**config.mk**
```make
export PLATFORM = sky130hd
export DESIGN_NAME = gspa_front
export DESIGN_NICKNAME = d
export VERILOG_FILES = /design/src/hw/rtl/gspa_pkg.sv /design/src/hw/rtl/gspa_front.sv
export SDC_FILE = /design/constraint.sdc
export NUM_CORES = 1
export LEC_CHECK = 0
export BUFFER_PORTS_ARGS = -buffer_cell sky130_fd_sc_hd__buf_2
export CAP_MARGIN = 10
export CORE_ASPECT_RATIO = 1.5
export CORE_MARGIN = 10
export CORE_UTILIZATION = 30
export CTS_CLUSTER_DIAMETER = 80
export DETAILED_ROUTE_END_ITERATION = 8
export GPL_ROUTABILITY_DRIVEN = 0
export PLACE_DENSITY_LB_ADDON = 0.08
export SYNTH_ARGS = -nofsm -noshare
export SYNTH_HDL_FRONTEND = slang
export SYNTH_SLANG_ARGS = --single-unit
```
**constraint.sdc**
```tcl
create_clock -name clk -period 4.2 [get_ports clk]
set_clock_uncertainty 0.1 [all_clocks]
set_input_delay 0.21 -clock clk [delete_from_list [all_inputs] [get_ports clk]]
set_output_delay 0.21 -clock clk [all_outputs]
set_load 0.01 [all_outputs]
```
**src/hw/rtl/gspa_pkg.sv**
```systemverilog
// gspa_pkg: shared types, codes and constants of the growable slot pool allocator
// used by gspa_front, gspa_back and growable_slot_pool_allocator; no dependencies

package gspa_pkg;

  // sizing of the pool
  localparam int MAX_PAGES          = 16;
  localparam int MAX_SLOTS_PER_PAGE = 64;
  localparam int HANDLE_SPACE       = 1024;
  localparam int HANDLE_W           = 10;
  localparam int COUNT_W            = 11;
  localparam int PAGE_W             = 5;
  localparam int SPP_W              = 7;
  localparam int BYTES_W            = 13;
  localparam int CFG_IDX_W          = 2;
  localparam int QUEUE_DEPTH        = 2;
  localparam int QPTR_W             = 1;

  // reset values of the configuration registers and the in-use count limit
  localparam logic [SPP_W-1:0]   SPP_RESET       = SPP_W'(16);
  localparam logic [BYTES_W-1:0] SLOT_SIZE_RESET = BYTES_W'(64);
  localparam logic [COUNT_W-1:0] IN_USE_MAX      = COUNT_W'(2047);

  // configuration register indexes
  typedef enum logic [CFG_IDX_W-1:0] {
    CFG_PAGE_SLOTS = 2'd0,
    CFG_SLOT_SIZE  = 2'd1
  } cfg_index_t;

  // command opcodes
  typedef enum logic [1:0] {
    OPC_ALLOC = 2'd0,
    OPC_FREE  = 2'd1,
    OPC_QUERY = 2'd2
  } opcode_t;

  // result status codes
  typedef enum logic [1:0] {
    STS_OK        = 2'd0,
    STS_EXHAUSTED = 2'd1,
    STS_IGNORED   = 2'd2
  } status_t;

  // operation class decided by the front end
  typedef enum logic [1:0] {
    KIND_ALLOC,
    KIND_FREE,
    KIND_QUERY,
    KIND_NOP
  } kind_t;

  // back end sequencer states
  typedef enum logic {
    BK_IDLE,
    BK_POP
  } back_state_t;

  // command payload
  typedef struct packed {
    logic [1:0]          opcode;
    logic                has_handle;
    logic [HANDLE_W-1:0] slot_handle;
  } cmd_t;

  // result payload
  typedef struct packed {
    logic [HANDLE_W-1:0] granted_slot;
    logic [1:0]          status;
    logic                is_owned;
    logic [BYTES_W-1:0]  size_of_slot;
    logic [COUNT_W-1:0]  in_use_count;
    logic [COUNT_W-1:0]  free_count;
    logic [PAGE_W-1:0]   page_total;
  } rsp_t;

  // classified entry of the queue between front and back
  typedef struct packed {
    kind_t               kind;
    logic                has_handle;
    logic [HANDLE_W-1:0] slot_handle;
  } queue_item_t;

  // configuration seen by the back end
  typedef struct packed {
    logic [SPP_W-1:0]   page_slots;
    logic [BYTES_W-1:0] slot_size;
  } cfg_t;

endpackage

```
**src/hw/rtl/gspa_front.sv**
```systemverilog
// gspa_front: takes commands, classifies them by opcode and queues them
// depends on gspa_pkg

module gspa_front (
  input  logic                  clk,
  input  logic                  rst,
  input  logic                  start,
  output logic                  busy,
  input  gspa_pkg::cmd_t        cmd,
  output logic                  q_valid,
  output gspa_pkg::queue_item_t q_item,
  input  logic                  q_pop
);

  gspa_pkg::queue_item_t entry [gspa_pkg::QUEUE_DEPTH];
  logic [gspa_pkg::QPTR_W-1:0] wr_ptr;
  logic [gspa_pkg::QPTR_W-1:0] rd_ptr;
  logic [gspa_pkg::QPTR_W:0]   fill;
  logic                        push;
  logic                        pop;
  gspa_pkg::queue_item_t       classified;

  // classify the incoming command
  always_comb begin
    classified.has_handle  = cmd.has_handle;
    classified.slot_handle = cmd.slot_handle;
    case (cmd.opcode)
      gspa_pkg::OPC_ALLOC: classified.kind = gspa_pkg::KIND_ALLOC;
      gspa_pkg::OPC_FREE:  classified.kind = gspa_pkg::KIND_FREE;
      gspa_pkg::OPC_QUERY: classified.kind = gspa_pkg::KIND_QUERY;
      default:             classified.kind = gspa_pkg::KIND_NOP;
    endcase
  end

  // queue handshake
  assign busy    = (fill == (gspa_pkg::QPTR_W+1)'(gspa_pkg::QUEUE_DEPTH));
  assign push    = start && !busy;
  assign q_valid = (fill != '0);
  assign pop     = q_pop && q_valid;
  assign q_item  = entry[rd_ptr];

  // queue pointers and fill level
  always_ff @(posedge clk) begin
    if (rst) begin
      wr_ptr <= '0;
      rd_ptr <= '0;
      fill   <= '0;
    end else begin
      if (push) wr_ptr <= wr_ptr + 1'b1;
      if (pop)  rd_ptr <= rd_ptr + 1'b1;
      case ({push, pop})
        2'b10:   fill <= fill + 1'b1;
        2'b01:   fill <= fill - 1'b1;
        default: fill <= fill;
      endcase
    end
  end

  // queue storage
  always_ff @(posedge clk) begin
    if (push) entry[wr_ptr] <= classified;
  end

endmodule

```
# Yosys cells after proc, flatten, opt, wreduce, memory -nomap -nowiden
# Memory sizes are Yosys's and may differ from the RTL's. A register that Yosys moved wholly into a read port is not among the register bits.
# Cells that the tools add are included.
[op_classes] add_sub_neg=4 n_eq_ne=5 mux=6 n_reduce_logical=6
[op_table] cell="$eq A2 B2 Y1 const B" count=3
[op_table] cell="$pmux W2 S3" count=1
[op_table] cell="$eq A2 B1 Y1 const B" count=2
[op_table] cell="$mux W1" count=4
[op_table] cell="$pmux W2 S2" count=1
[op_table] cell="$reduce_bool A2 Y1" count=2
[op_table] cell="$add A1 B1 Y1 const B" count=2
[op_table] cell="$add A2 B1 Y2 const B" count=1
[op_table] cell="$logic_and A1 B1 Y1" count=2
[op_table] cell="$logic_not A2 Y1" count=1
[op_table] cell="$sub A2 B1 Y2 const B" count=1
[op_table] cell="$logic_not A1 Y1" count=1
[totals] ff_bits=4 mem_bits_rw=26 out_inout_bits=15 mem_count=1
[memory_table] memory="entry" words=2 word_bits=13 read_ports=1 rd_clocked_by_memory_dff=1 write_ports=1 line_no="gspa_front.sv:15" rtl="gspa_pkg::queue_item_t entry [gspa_pkg::QUEUE_DEPTH];"

# Logic depth before layout (Yosys ltp)
[depth] ltp_word=5 ltp_mapped=6

# Worst setup path after synthesis
# Ideal clock, no wire load.
[synth_timing] path_kind="register to register" startpoint="reg fill[0] (netlist bit)" endpoint="mem entry[0][0] (netlist bit), enable pin" setup_time_ns=0.349 arrival_ns=1.185 required_ns=3.751 slack_ns=2.566 stages_incl_launch_ff=5 path_buffers=0 synth_period_minus_slack_ns=1.634 path_cell_list="dfxtp_1 -> nand2b_2 -> inv_2 -> or3_1 -> inv_1"
[synth_between] elab_chain_len=5
[synth_rtl] element="start: declaration" line_no="gspa_front.sv:18" rtl="logic [gspa_pkg::QPTR_W:0] fill;"
[synth_rtl] element="start signal: assignment" line_no="gspa_front.sv:52" rtl="2'b10: fill <= fill + 1'b1;"
[synth_rtl] element="start signal: assignment" line_no="gspa_front.sv:53" rtl="2'b01: fill <= fill - 1'b1;"
[synth_rtl] element="start signal: assignment" line_no="gspa_front.sv:54" rtl="default: fill <= fill;"
[synth_rtl] element="$eq A2 B2 Y1" line_no="gspa_front.sv:36" rtl="assign busy = (fill == (gspa_pkg::QPTR_W+1)'(gspa_pkg::QUEUE_DEPTH));"
[synth_rtl] element="net busy" line_no="gspa_front.sv:8" rtl="output logic busy,"
[synth_rtl] element="$logic_not A1 Y1" line_no="gspa_front.sv:37" rtl="assign push = start && !busy;"
[synth_rtl] element="$logic_and A1 B1 Y1" line_no="gspa_front.sv:37"
[synth_rtl] element="$mux W1" line_no="gspa_front.sv:61" rtl="if (push) entry[wr_ptr] <= classified;"
[synth_rtl] element="$mux W1 (implied by the code)" line_no="gspa_front.sv:61"
[synth_rtl] element="end: declaration" line_no="gspa_front.sv:15"
# The timed path passes the listed nets, and every way through them passes these cells.

==> results.json <==
{
  "hold_depth": 1,
  "hold_path_end": "entry[1][7]",
  "synth_area_um2": 1170,
  "path_class": "flop to output port",
  "postRouteAntennaNets": 0,
  "ys_types": 19,
  "r2r-end": "entry[0][12]",
  "core-area_um2": 3720,
  "timing.final.max_slew_violations": 0,
  "yosysSeqAreaShare_pct": 75.5,
  "p_per_area_nw_per_um2": 615,
  "cp_slowest_cell": "dfxtp_1",
  "final_common_cell": "buf_2",
  "max_freq_mhz": 542,
  "total_power_w": 0.000888,
  "worstPathRequired_ns": 3.89,
  "place_area_um2": 1360,
  "syn_avg_cell_area_um2": 17.1,
  "ios": 32,
  "cts_resized": 0,
  "vdd_drop_max_mv": 0.339,
  "drive_gt1_share_pct": 51.0,
  "worst_slew_pin_slew_ns": 0.654,
  "min_path_type": "primary input to flop",
  "yosys_warnings": 0,
  "grt_pass1_wl_mm": 3.44,
  "clock_sinks": 31,
  "initial_core_util_pct": 31.4,
  "cts_tree": "yes",
  "path_clk_slew_ns": 0.06,
  "fin_crit_sh_pct": 43.9,
  "hpwl_mm": 1.60,
  "layout_common_cells": "buf_2 (31), edfxtp_1 (26), mux2_2 (13)",
  "grt_usage_pct": 6.50,
  "die_x_um": 70.9,
  "crit_fanout": 13,
  "die_h_um": 96.4,
  "r2r_slack_ns": 2.38,
  "wl_per_cell_um": 14.8,
  "critPathArrivalTime_ns": 1.53,
  "die_area_um2": 6830,
  "numCtsBuffers": 5,
  "rows": 27,
  "syn-num-nets": 86,
  "first_iter_violations": 24,
  "dr_total_vias": 646,
  "viasPerCell": 4.39,
  "ys_seq_elements": 31,
  "rsz0062_at_grt": "no",
  "p_leak_nw": 0.565,
  "synthCells": 68,
  "syn2layout_area_growth_pct": 23.8,
  "grt_overflow": 0,
  "slew_headroom_pct": 56.4,
  "rr_startpoint": "fill[0]",
  "antenna_found_initial": 0,
  "post-cts-setup-buffers": 0,
  "drv_cap": 0,
  "setup_tns_ns": 0,
  "hold_buffers": 0,
  "nNetsFinal": 121,
  "numPortBuffers": 31,
  "clock_latency_ns": 0.27,
  "wirelength_mm": 2.17,
  "outcome": "complete, no violations",
  "cp_cell_sequence": "mux2_2 -> buf_2",
  "first_pass_iters": 3,
  "r2r_cells": 4,
  "start_kind": "flop",
  "grt_pass1_vias": 680,
  "drc": 0,
  "h-tree-depth": 2,
  "layout_min_cycle_time_ns": 1.84,
  "cts.root.buffer_cell": "clkbuf_8",
  "cp_slowest_stage_delay_ns": 0.71,
  "fin_area_um2": 1440,
  "hold_start": "cmd[7]",
  "setup_viol_count_final": 0,
  "end_kind": "output port",
  "hold_viol_final": 0,
  "n_antenna_cell": 0,
  "clockBufferDepth": 2,
  "grt_max_degree": 14
}
where the power goes:
part           internal (W)  switching, W
clock network      0.000116     0.0000991
logic              0.000124      0.000115
registers          0.000394     0.0000404
layer usage:
metal | track usage [%] | vias up | wire [µm]
met5 | 0 | - | 0
met4 | 3.88 | 0 | 53
met3 | 4.02 | 6 | 230
met2 | 9.97 | 23 | 1020
met1 | 6.65 | 296 | 860
li1 | - | 321 | -
stage by stage:
stage	hold slack, ns	instances	utilization (%)	worst slack [ns]
after floorplan	0.179	68	-	2.57
after global placement	0.305	139	36.7	2.42
after detailed placement	0.304	139	36.7	2.36
after CTS	0.0147	147	38.9	2.28
after global routing	0.0123	147	38.9	2.23
final	0.0219	147	38.9	2.36
worst max-delay path by stage:
stage / startpoint / depth (start not counted) / end / slack, ns
2_1_floorplan: fill[0] / 4 / entry[0][0] / 2.57
3_3_place_gp: fill[0] / 4 / entry[0][0] / 2.42
3_5_place_dp: fill[0] / 4 / entry[0][0] / 2.36
4_1_cts: flop / 2 / q_item[7] / 2.28
5_1_grt: flop / 2 / q_item[10] / 2.23
6_report: flop / 2 / q_item[7] / 2.36
area by class of cell:
type | instances | area (µm²)
Inverter | 3 | 11.3
Multi-Input combinational cell | 31 | 262
Clock buffer | 7 | 76.3
Clock inverter | 1 | 5.00
Fill cell | 376 | 2270
Timing Repair Buffer | 31 | 155
Sequential cell | 31 | 881
Tap cell | 43 | 53.8
cell families after synthesis:
family                   synth area share [%]
adder cells (fa/ha/maj)                  1.07
multiplexers                             12.6
AO/OA/AOI/OAI                            2.36
buffers and inverters                    2.04
AND/OR/NAND/NOR                          4.18
flip-flops                               75.5
XOR/XNOR                                 2.25
critical path: cells and delay by family, from the launching register on:
family   cells  cell delay, ns
buf+inv      1            0.14
flops        1            0.71
mux          1            0.41
cell usage after synthesis:
master    number  area share [%]
nor2_1         3            0.97
clkbuf_1       2            0.64
nand2_1        1            0.32
o21ai_0        2            0.86
mux2_2        13              13
edfxtp_1      26              67
inv_1          2            0.64
a21oi_1        2            0.86
inv_2          1            0.32
o21a_1         1            0.64
xor2_1         1            0.75
and3_1         1            0.54
dfxtp_1        5             8.6
or3_1          2             1.1
buf_2          1            0.43
nand2b_2       1            0.75
or2_2          1            0.54
xnor2_1        2             1.5
ha_1           1             1.1
state kept, by name (all words and copies together) (netlist names), named ones only:
register	flops
fill	2
rd_ptr	1
wr_ptr	1
entry	26
Note: power is estimated with default switching activity, not from simulation.
